--- src/apu_pkg.sv ---
// Package for the average-predictor unfilter: sizes, register indexes and the
// pixel and stage types shared by the sequencer and the reconstruction stage.
// No dependencies.
package apu_pkg;

  // Line buffer depth, the widest row the block can rebuild.
  localparam int unsigned MaxWidth = 4096;
  // Column index width, enough to address every line buffer entry.
  localparam int unsigned ColW = $clog2(MaxWidth);

  // Configuration register widths and port sizes.
  localparam int unsigned WidthRegW  = 13;
  localparam int unsigned HeightRegW = 16;
  localparam int unsigned CfgDataW   = 16;
  localparam int unsigned CfgIdxW    = 2;

  // Compare width for column arithmetic: holds the width register, MaxWidth and col + 1.
  localparam int unsigned CmpW = ((ColW > WidthRegW) ? ColW : WidthRegW) + 1;
  // Compare width for row arithmetic: holds row + 1 without wrapping.
  localparam int unsigned RowCmpW = HeightRegW + 1;

  localparam int unsigned NumChan = 4;
  localparam int unsigned ChanW   = 8;

  // Configuration register indexes.
  typedef enum logic [CfgIdxW-1:0] {
    CfgImageWidth   = 2'd0,
    CfgImageHeight  = 2'd1,
    CfgFourChannels = 2'd2
  } cfg_idx_e;

  typedef logic [ChanW-1:0] chan_t;
  typedef chan_t [NumChan-1:0] pixel_t;

  // One issued pixel: its line buffer column, position flags and residuals.
  typedef struct packed {
    logic [ColW-1:0] col;
    logic            first_row;
    logic            first_col;
    logic            image_end;
    pixel_t          resid;
  } issue_t;

endpackage

--- src/apu_seq.sv ---
// Sequencer: configuration registers and the raster column and row counters.
// Issues each accepted pixel with its column and position flags. Uses apu_pkg.
module apu_seq (
  input  logic                          clk_i,
  input  logic                          rst_ni,
  input  logic                          cfg_we_i,
  input  logic [apu_pkg::CfgIdxW-1:0]   cfg_idx_i,
  input  logic [apu_pkg::CfgDataW-1:0]  cfg_wdata_i,
  input  logic                          take_i,
  input  apu_pkg::pixel_t               resid_i,
  output apu_pkg::issue_t               issue_o,
  output logic                          four_ch_o
);

  logic [apu_pkg::WidthRegW-1:0]  width_q;
  logic [apu_pkg::HeightRegW-1:0] height_q;
  logic                           four_q;
  logic [apu_pkg::ColW-1:0]       col_q, col_d;
  logic [apu_pkg::HeightRegW-1:0] row_q, row_d;

  logic [apu_pkg::CmpW-1:0]    w_eff, col_ext;
  logic [apu_pkg::RowCmpW-1:0] h_eff, row_ext;
  logic                        last_col, last_row;

  // Effective sizes: zero counts as one, and the width saturates at the buffer depth.
  always_comb begin
    w_eff = apu_pkg::CmpW'(width_q);
    if (w_eff == '0) begin
      w_eff = apu_pkg::CmpW'(1);
    end else if (w_eff > apu_pkg::CmpW'(apu_pkg::MaxWidth)) begin
      w_eff = apu_pkg::CmpW'(apu_pkg::MaxWidth);
    end
    h_eff = apu_pkg::RowCmpW'(height_q);
    if (h_eff == '0) begin
      h_eff = apu_pkg::RowCmpW'(1);
    end
  end

  // Clamp the column to the last one in case the width shrank mid-image.
  always_comb begin
    col_ext = apu_pkg::CmpW'(col_q);
    if (col_ext >= w_eff) begin
      col_ext = w_eff - apu_pkg::CmpW'(1);
    end
    row_ext  = apu_pkg::RowCmpW'(row_q);
    last_col = (col_ext + apu_pkg::CmpW'(1)) >= w_eff;
    last_row = (row_ext + apu_pkg::RowCmpW'(1)) >= h_eff;
  end

  always_comb begin
    issue_o.col       = col_ext[apu_pkg::ColW-1:0];
    issue_o.first_row = (row_q == '0);
    issue_o.first_col = (col_ext == '0);
    issue_o.image_end = last_col && last_row;
    issue_o.resid     = resid_i;
    four_ch_o         = four_q;
  end

  // Counter advance on every transfer; both wrap to zero after the last pixel.
  always_comb begin
    col_d = col_q;
    row_d = row_q;
    if (take_i) begin
      if (last_col) begin
        col_d = '0;
        row_d = last_row ? '0 : row_q + apu_pkg::HeightRegW'(1);
      end else begin
        col_d = col_ext[apu_pkg::ColW-1:0] + apu_pkg::ColW'(1);
      end
    end
  end

  always_ff @(posedge clk_i or negedge rst_ni) begin
    if (!rst_ni) begin
      width_q  <= apu_pkg::WidthRegW'(1);
      height_q <= apu_pkg::HeightRegW'(1);
      four_q   <= 1'b0;
      col_q    <= '0;
      row_q    <= '0;
    end else begin
      col_q <= col_d;
      row_q <= row_d;
      if (cfg_we_i) begin
        case (apu_pkg::cfg_idx_e'(cfg_idx_i))
          apu_pkg::CfgImageWidth:   width_q  <= cfg_wdata_i[apu_pkg::WidthRegW-1:0];
          apu_pkg::CfgImageHeight:  height_q <= cfg_wdata_i[apu_pkg::HeightRegW-1:0];
          apu_pkg::CfgFourChannels: four_q   <= cfg_wdata_i[0];
          default: ;
        endcase
      end
    end
  end

endmodule

--- config.mk ---
export PLATFORM = sky130hd
export DESIGN_NAME = apu_seq
export DESIGN_NICKNAME = d
export VERILOG_FILES = /design/src/apu_pkg.sv /design/src/apu_seq.sv
export SDC_FILE = /design/constraint.sdc
export NUM_CORES = 1
export LEC_CHECK = 0
export ABC_AREA = 1
export BUFFER_PORTS_ARGS = -buffer_cell sky130_fd_sc_hd__clkbuf_2
export CAP_MARGIN = 20
export CELL_PAD_IN_SITES_DETAIL_PLACEMENT = 0
export CELL_PAD_IN_SITES_GLOBAL_PLACEMENT = 1
export CORE_MARGIN = 5
export CORE_UTILIZATION = 40
export CTS_CLUSTER_DIAMETER = 150
export CTS_CLUSTER_SIZE = 10
export DETAILED_ROUTE_END_ITERATION = 7
export HOLD_SLACK_MARGIN = 0.08
export PLACE_DENSITY_LB_ADDON = 0.1
export SLEW_MARGIN = 10
export SYNTH_ARGS = -nofsm -noshare
export SYNTH_HDL_FRONTEND = slang
export SYNTH_SLANG_ARGS = --single-unit
--- constraint.sdc ---
create_clock -name clk_i -period 6.3 [get_ports clk_i]
set_input_delay 1.26 -clock clk_i [delete_from_list [all_inputs] [get_ports clk_i]]
set_output_delay 1.26 -clock clk_i [all_outputs]
set_load 0.01 [all_outputs]
==> results.ini, run 1 <==
[timing]
final-hold-violation-count=0
layout_min_cycle_time_ns=6.05
finalSetupViolCount=0
slew_violations=0
final.setup_skew_ns=0.00659
maxClockFrequency_mhz=165
postLayoutSetupSlackWorst_ns=0.250
setup_total_negative_slack_ns=0
hold_ws_ns=0.497
tightestPinTransition_ns=0.999
slew-limit-headroom=0.332
final.period_utilization=0.960

[route]
detailroute.via_count=4297
drt_wl_total_um=13200
dr.pass1.iters=4
drcViolationCount=0
number_of_routed_nets_with_antenna_violations=0
detail_route.iter0.violations=183
vias_per_std_cell=4.98
wl_per_cell_um=15.3

[clocking]
clock_tree.buffer_depth=2
cts_inserted_buffers=9
clock_tree_from_tritoncts=yes
worstSkewPairLatency_ns=0.34
h-tree-depth=3
cts.sink_count=58
clk_pin_slew_worst_paths_ns=0.06
postCtsHoldBufs=0
clockRootBuffer=clkbuf_16

[global_route]
globalRouteTotalUtil=0.183
grt_remaining_overflow=0
grt_util_met3=0.0401
gr-usage-met2=0.308
first_pass_grt_wire_length_um=21100
pin_count_of_the_biggest_net_entering_global_routing=59
via_count_of_the_first_global_routing_pass=4170
gr-max-usage-layer=met2
grt_antenna_before_repair=0
grt.met1_usage=0.228

[floorplan]
dieHeight_um=121
design.core.area_um2=12100
initial_utilization=0.411
width_of_the_die_um=121
top_level_port_count=102
fp-row-count=40
fp.dieArea_um2=14700

[final_layout]
layout.area.seq_um2=1460
flow.area_growth_from_synthesis_pct=13.1
layout-drive-gt1-share=0.209
design.final.nets=789
multi_input_comb_area_um2=2860
num_antenna_cells=0
nFillCells=1219
layout_common_cells=nand2_1 (130), inv_1 (98), dfrtp_1 (54), o21ai_0 (50), ha_1 (45)
mostFrequentLayoutCell=nand2_1

[synth]
post_synth_instance_area_um2=4960
synth.yosys.seq_area_share=0.293
synth-seq-cells=58
async_reset_ff_frac=1.00
syn_avg_cell_area_um2=7.46
netlist_instances=665
netlist_cell_types=50
synth_flop_cell=dfrtp_1
ys.warnings.count=0
synth_fp_nets=765
synth_area_leaders=dfrtp_1 (28%), ha_1 (12%), nand2_1 (10%), inv_1 (7.5%), o21ai_0 (5.1%)
area_fraction_of_the_dominant_cell_type_after_synthesis=0.283
yosysTopAreaCell=dfrtp_1
synth_enable_flop_cells=0

[min_path]
hp-class=register to register

[run_status]
outcome=finished clean

[placed_design]
post-dp-hpwl_um=10200
post_place_worst_slack_ns=0.169
portBuffers=37
gp_congestion=0.890

[setup_path]
cp_slowest_stage_delay_ns=0.42
slowest_stage=dfrtp_1
crit_required_ns=5.04
worst_setup_path_start_kind=register
cp.arrival_ns=4.79
cell_with_the_most_instances_on_the_worst_path=nand2_1
timing_worst_setup_path_type=register to output pin
worstSetupEndpointType=output pin
worst-path-max-fanout=12

[power]
ir_drop_uv=161
power_leakage_uw=0.00297
power.density_cell_area_nw_per_um2=498

[job]
maxCapViolCount=0

## cell usage after synthesis (all sizes together), types with 2 or more instances
master	number
nand2	149
inv	105
o21ai	64
dfrtp	56
nand3	48
ha	46
nor2	44
buf	39
nand4	26
a21oi	18
xor2	17
nor3	11
nor4	9
clkbuf	8
and2	4
o41ai	3
dfstp	2
nand3b	2
or2	2
xnor2	2
## metrics by stage
step / cells / utilization / instance area [um2] / total power [uW]
after floorplan: 665 / - / 4960 / 1700
after global placement: 832 / 0.422 / 5090 / 2120
after detailed placement: 832 / 0.422 / 5090 / 2120
after CTS: 850 / 0.451 / 5440 / 2700
after global routing: 862 / 0.465 / 5610 / 3050
final: 862 / 0.465 / 5610 / 2790
## layout make-up
| cell class | instances | area share |
|---|---|---|
| clock buffer | 9 | 0.0402 |
| clock inverter | 7 | 0.0181 |
| inverter | 106 | 0.0714 |
| multi-input combinational | 455 | 0.509 |
| sequential | 58 | 0.260 |
| tap | 168 | 0.0375 |
| timing repair buffer | 59 | 0.0638 |
## final timing paths
kind / start / to / slack [ns] / cells after the start
max reg2reg: width_q[6] / row_q[10] / 1.11 / 31
min: four_ch_o / four_ch_o / 0.50 / 2
min in group asynchronous: rst_ni / row_q[13] / 1.09 / 2
min reg2reg: four_ch_o / four_ch_o / 0.50 / 2
max: width_q[6] / issue_o[32] / 0.25 / 30
max in group asynchronous: rst_ni / width_q[8] / 4.64 / 2
## flip-flops by register name, summed over array words and instances, names as in the netlist
register	flops
row_q	16
col_q	12
height_q	16
four_ch_o	1
width_q	13
## cell families (layout without fill, tap and decap cells)
logic type | Yosys count | in the layout | synth area share
xor gates and xnor gates | 19 | 19 | 0.0351
DFF | 58 | 58 | 0.293
buffers and inverters | 153 | 181 | 0.147
AOI/OAI and AO/OA | 94 | 94 | 0.109
and+or+nand+nor | 295 | 296 | 0.300
adders and majority gates | 46 | 46 | 0.116
## repair_timing
| item | CTS | global route |
|---|---|---|
| setup endpoints to repair | 1 | 1 |
| pin swaps | 1 | 8 |
| setup buffers | 2 | 11 |
| gates cloned | 0 | 1 |
| gates resized for setup | 1 | 23 |
## worst max-delay path: cells and delay by family, from the launching register on
family                     cells  cell delay (ns)
buffers and inverters          5             0.47
DFF                            1             0.42
AOI/OAI and AO/OA              3             0.50
adders and majority gates      2             0.62
and+or+nand+nor               20             2.44
## where the power goes
part	internal, uW	switching, uW	total (uW)
registers	466	88.3	554
logic	627	1070	1700
clock network	349	193	541
## metal layers
layer	routed length (um)	share of wire
met1	5790	0.44
met2	6510	0.49
met3	580	0.044
met4	305	0.023
met5	0	0
(Power assumes the default switching activity.)
==> run 2: changes to the inputs <==
Settings changed: CELL_PAD_IN_SITES_DETAIL_PLACEMENT 0 to 1, CELL_PAD_IN_SITES_GLOBAL_PLACEMENT 1 to 2, CORE_UTILIZATION 40 to 32.
==> run 2 against run 1 <==
Net effect:
- worst hold slack worse by 0.0026 ns
- power decreased by 0.71%
- first-iteration DRC count is 6.6% higher
- cell count grew 1.7%
- combinational power about the same
- critical path depth fell by 1
- clock skew rose by 0.00089 ns
- worst setup slack improved by 0.080 ns
- highest routed layer unchanged
==> results.ini, run 2 (synthesized netlist as in run 1, its figures left out) <==
[run_status]
outcome=finished clean

[final_layout]
fin_area_um2=5590
mostFrequentLayoutCell=nand2_1
design.final.nets=784
layout_common_cells=nand2_1 (128), inv_1 (98), dfrtp_1 (54), o21ai_0 (51), ha_1 (45)
multi_input_comb_area_um2=2860
layout-drive-gt1-share=0.202
num_antenna_cells=0
flow.area_growth_from_synthesis_pct=12.7
finalNonFillerCells=877
layout.area.seq_um2=1460
nFillCells=1888
biggest_registers_after_layout=height_q x16, row_q x16, width_q x13

[timing]
final.setup_skew_ns=0.00748
setup_total_negative_slack_ns=0
tightestPinTransition_ns=0.869
slew-limit-headroom=0.413
maxClockFrequency_mhz=167
finalSetupViolCount=0
postLayoutSetupSlackWorst_ns=0.329
slew_violations=0
layout_min_cycle_time_ns=5.97
final.period_utilization=0.948
final-hold-violation-count=0

[clocking]
h-tree-depth=3
worstSkewPairLatency_ns=0.34
clockRootBuffer=clkbuf_16
clock_tree_from_tritoncts=yes
cts_inserted_buffers=9
clk_pin_slew_worst_paths_ns=0.06
cts.sink_count=58
clock_tree.buffer_depth=2

[setup_path]
crit_required_ns=5.04
cp.arrival_ns=4.71
depth_of_the_worst_register_to_register_path=31
slowest_stage=dfrtp_2
worstSetupEndpointType=output pin
timing_worst_setup_path_type=register to output pin
worst-path-max-fanout=5
cell_with_the_most_instances_on_the_worst_path=nand2_1
worst_setup_path_start_kind=register
cp_slowest_stage_delay_ns=0.44

[min_path]
hp-class=register to register
min_path_cells=2

[route]
vias_per_std_cell=5.03
detailroute.via_count=4408
drcViolationCount=0
dr.pass1.iters=4
wl_per_cell_um=17.3
number_of_routed_nets_with_antenna_violations=0
detail_route.iter0.violations=195
drt_wl_total_um=15100

[floorplan]
fp.dieArea_um2=18100
initial_utilization=0.326
dieHeight_um=134
top_level_port_count=102
design.core.area_um2=15200
width_of_the_die_um=134
fp-row-count=45

[global_route]
grt_util_met3=0.0250
pin_count_of_the_biggest_net_entering_global_routing=59
grt.met1_usage=0.211
gr-max-usage-layer=met2
via_count_of_the_first_global_routing_pass=4538
first_pass_grt_wire_length_um=24300
grt_remaining_overflow=0
globalRouteTotalUtil=0.172
gr-usage-met2=0.305
grt_antenna_before_repair=0

[power]
power.share.switching=0.498
power.density_cell_area_nw_per_um2=497
ir_drop_uv=138
cellInternalPower_uw=1390
comb_pwr_share=0.613
power_leakage_uw=0.00294
p_clk_frac=0.184
total_switching_power_uw=1380
p_seq_frac=0.203

[placed_design]
post-dp-hpwl_um=12000
portBuffers=37
post_place_worst_slack_ns=0.330
postPlaceCellArea_um2=5130
gp_congestion=0.863
placedCellCount=854

[job]
maxCapViolCount=0

run 2: per-stage QoR:
stage / util / power [uW] / hold WS [ns]
floorplan: - / 1700 / 0.470
global placement: 0.338 / 2180 / 0.481
detailed placement: 0.338 / 2200 / 0.482
CTS: 0.358 / 2730 / 0.497
global route: 0.367 / 3040 / 0.518
finish: 0.367 / 2770 / 0.494
run 2: worst max-delay path, delay by kind of cell, from the launching register on:
family | cells | cell delay [ns]
buffers and inverters | 4 | 0.30
DFF | 1 | 0.44
adders and majority gates | 3 | 0.75
AOI/OAI and AO/OA | 4 | 0.75
and+or+nand+nor | 18 | 2.09
run 2: repair_timing:
action	in CTS	in global routing
setup buffers	0	5
resized for setup	4	21
endpoints found under the setup margin	1	1
pin swaps	1	5
hold buffers	0	0
cloned	0	1
run 2: area by class of cell:
cell class              instances  share of cell area
multi-input cells             455               0.512
flip-flops and latches         58               0.261
inverters                     106              0.0717
repair buffers                 54              0.0591
clock buffers                  10              0.0428
well taps                     188              0.0421
clock inverters                 6              0.0119
run 2: path summary, 6_finish.rpt:
path                       slack (ns)        start          end
min in group asynchronous        1.09       rst_ni    row_q[10]
setup reg to reg                 1.12  width_q[10]    row_q[14]
max in group asynchronous        4.62       rst_ni   width_q[8]
setup / recovery                 0.33  width_q[10]  issue_o[32]
hold / removal                   0.49    four_ch_o    four_ch_o
hold reg to reg                  0.49    four_ch_o    four_ch_o
run 2: power by group through the flow:
stage | sequential (uW) | combinational (uW) | clock (uW)
after floorplan | 530 | 1170 | 0
after global placement | 565 | 1610 | 0
after detailed placement | 565 | 1640 | 0
after CTS | 561 | 1650 | 525
after global routing | 575 | 1930 | 544
final | 564 | 1700 | 511
run 2: metal layers:
metal  wire, um  up-vias  share of wire
li1           -     2197              -
met1       6690     2118           0.44
met2       7620       66           0.50
met3        464       27          0.031
met4        370        0          0.024
met5          0        -              0
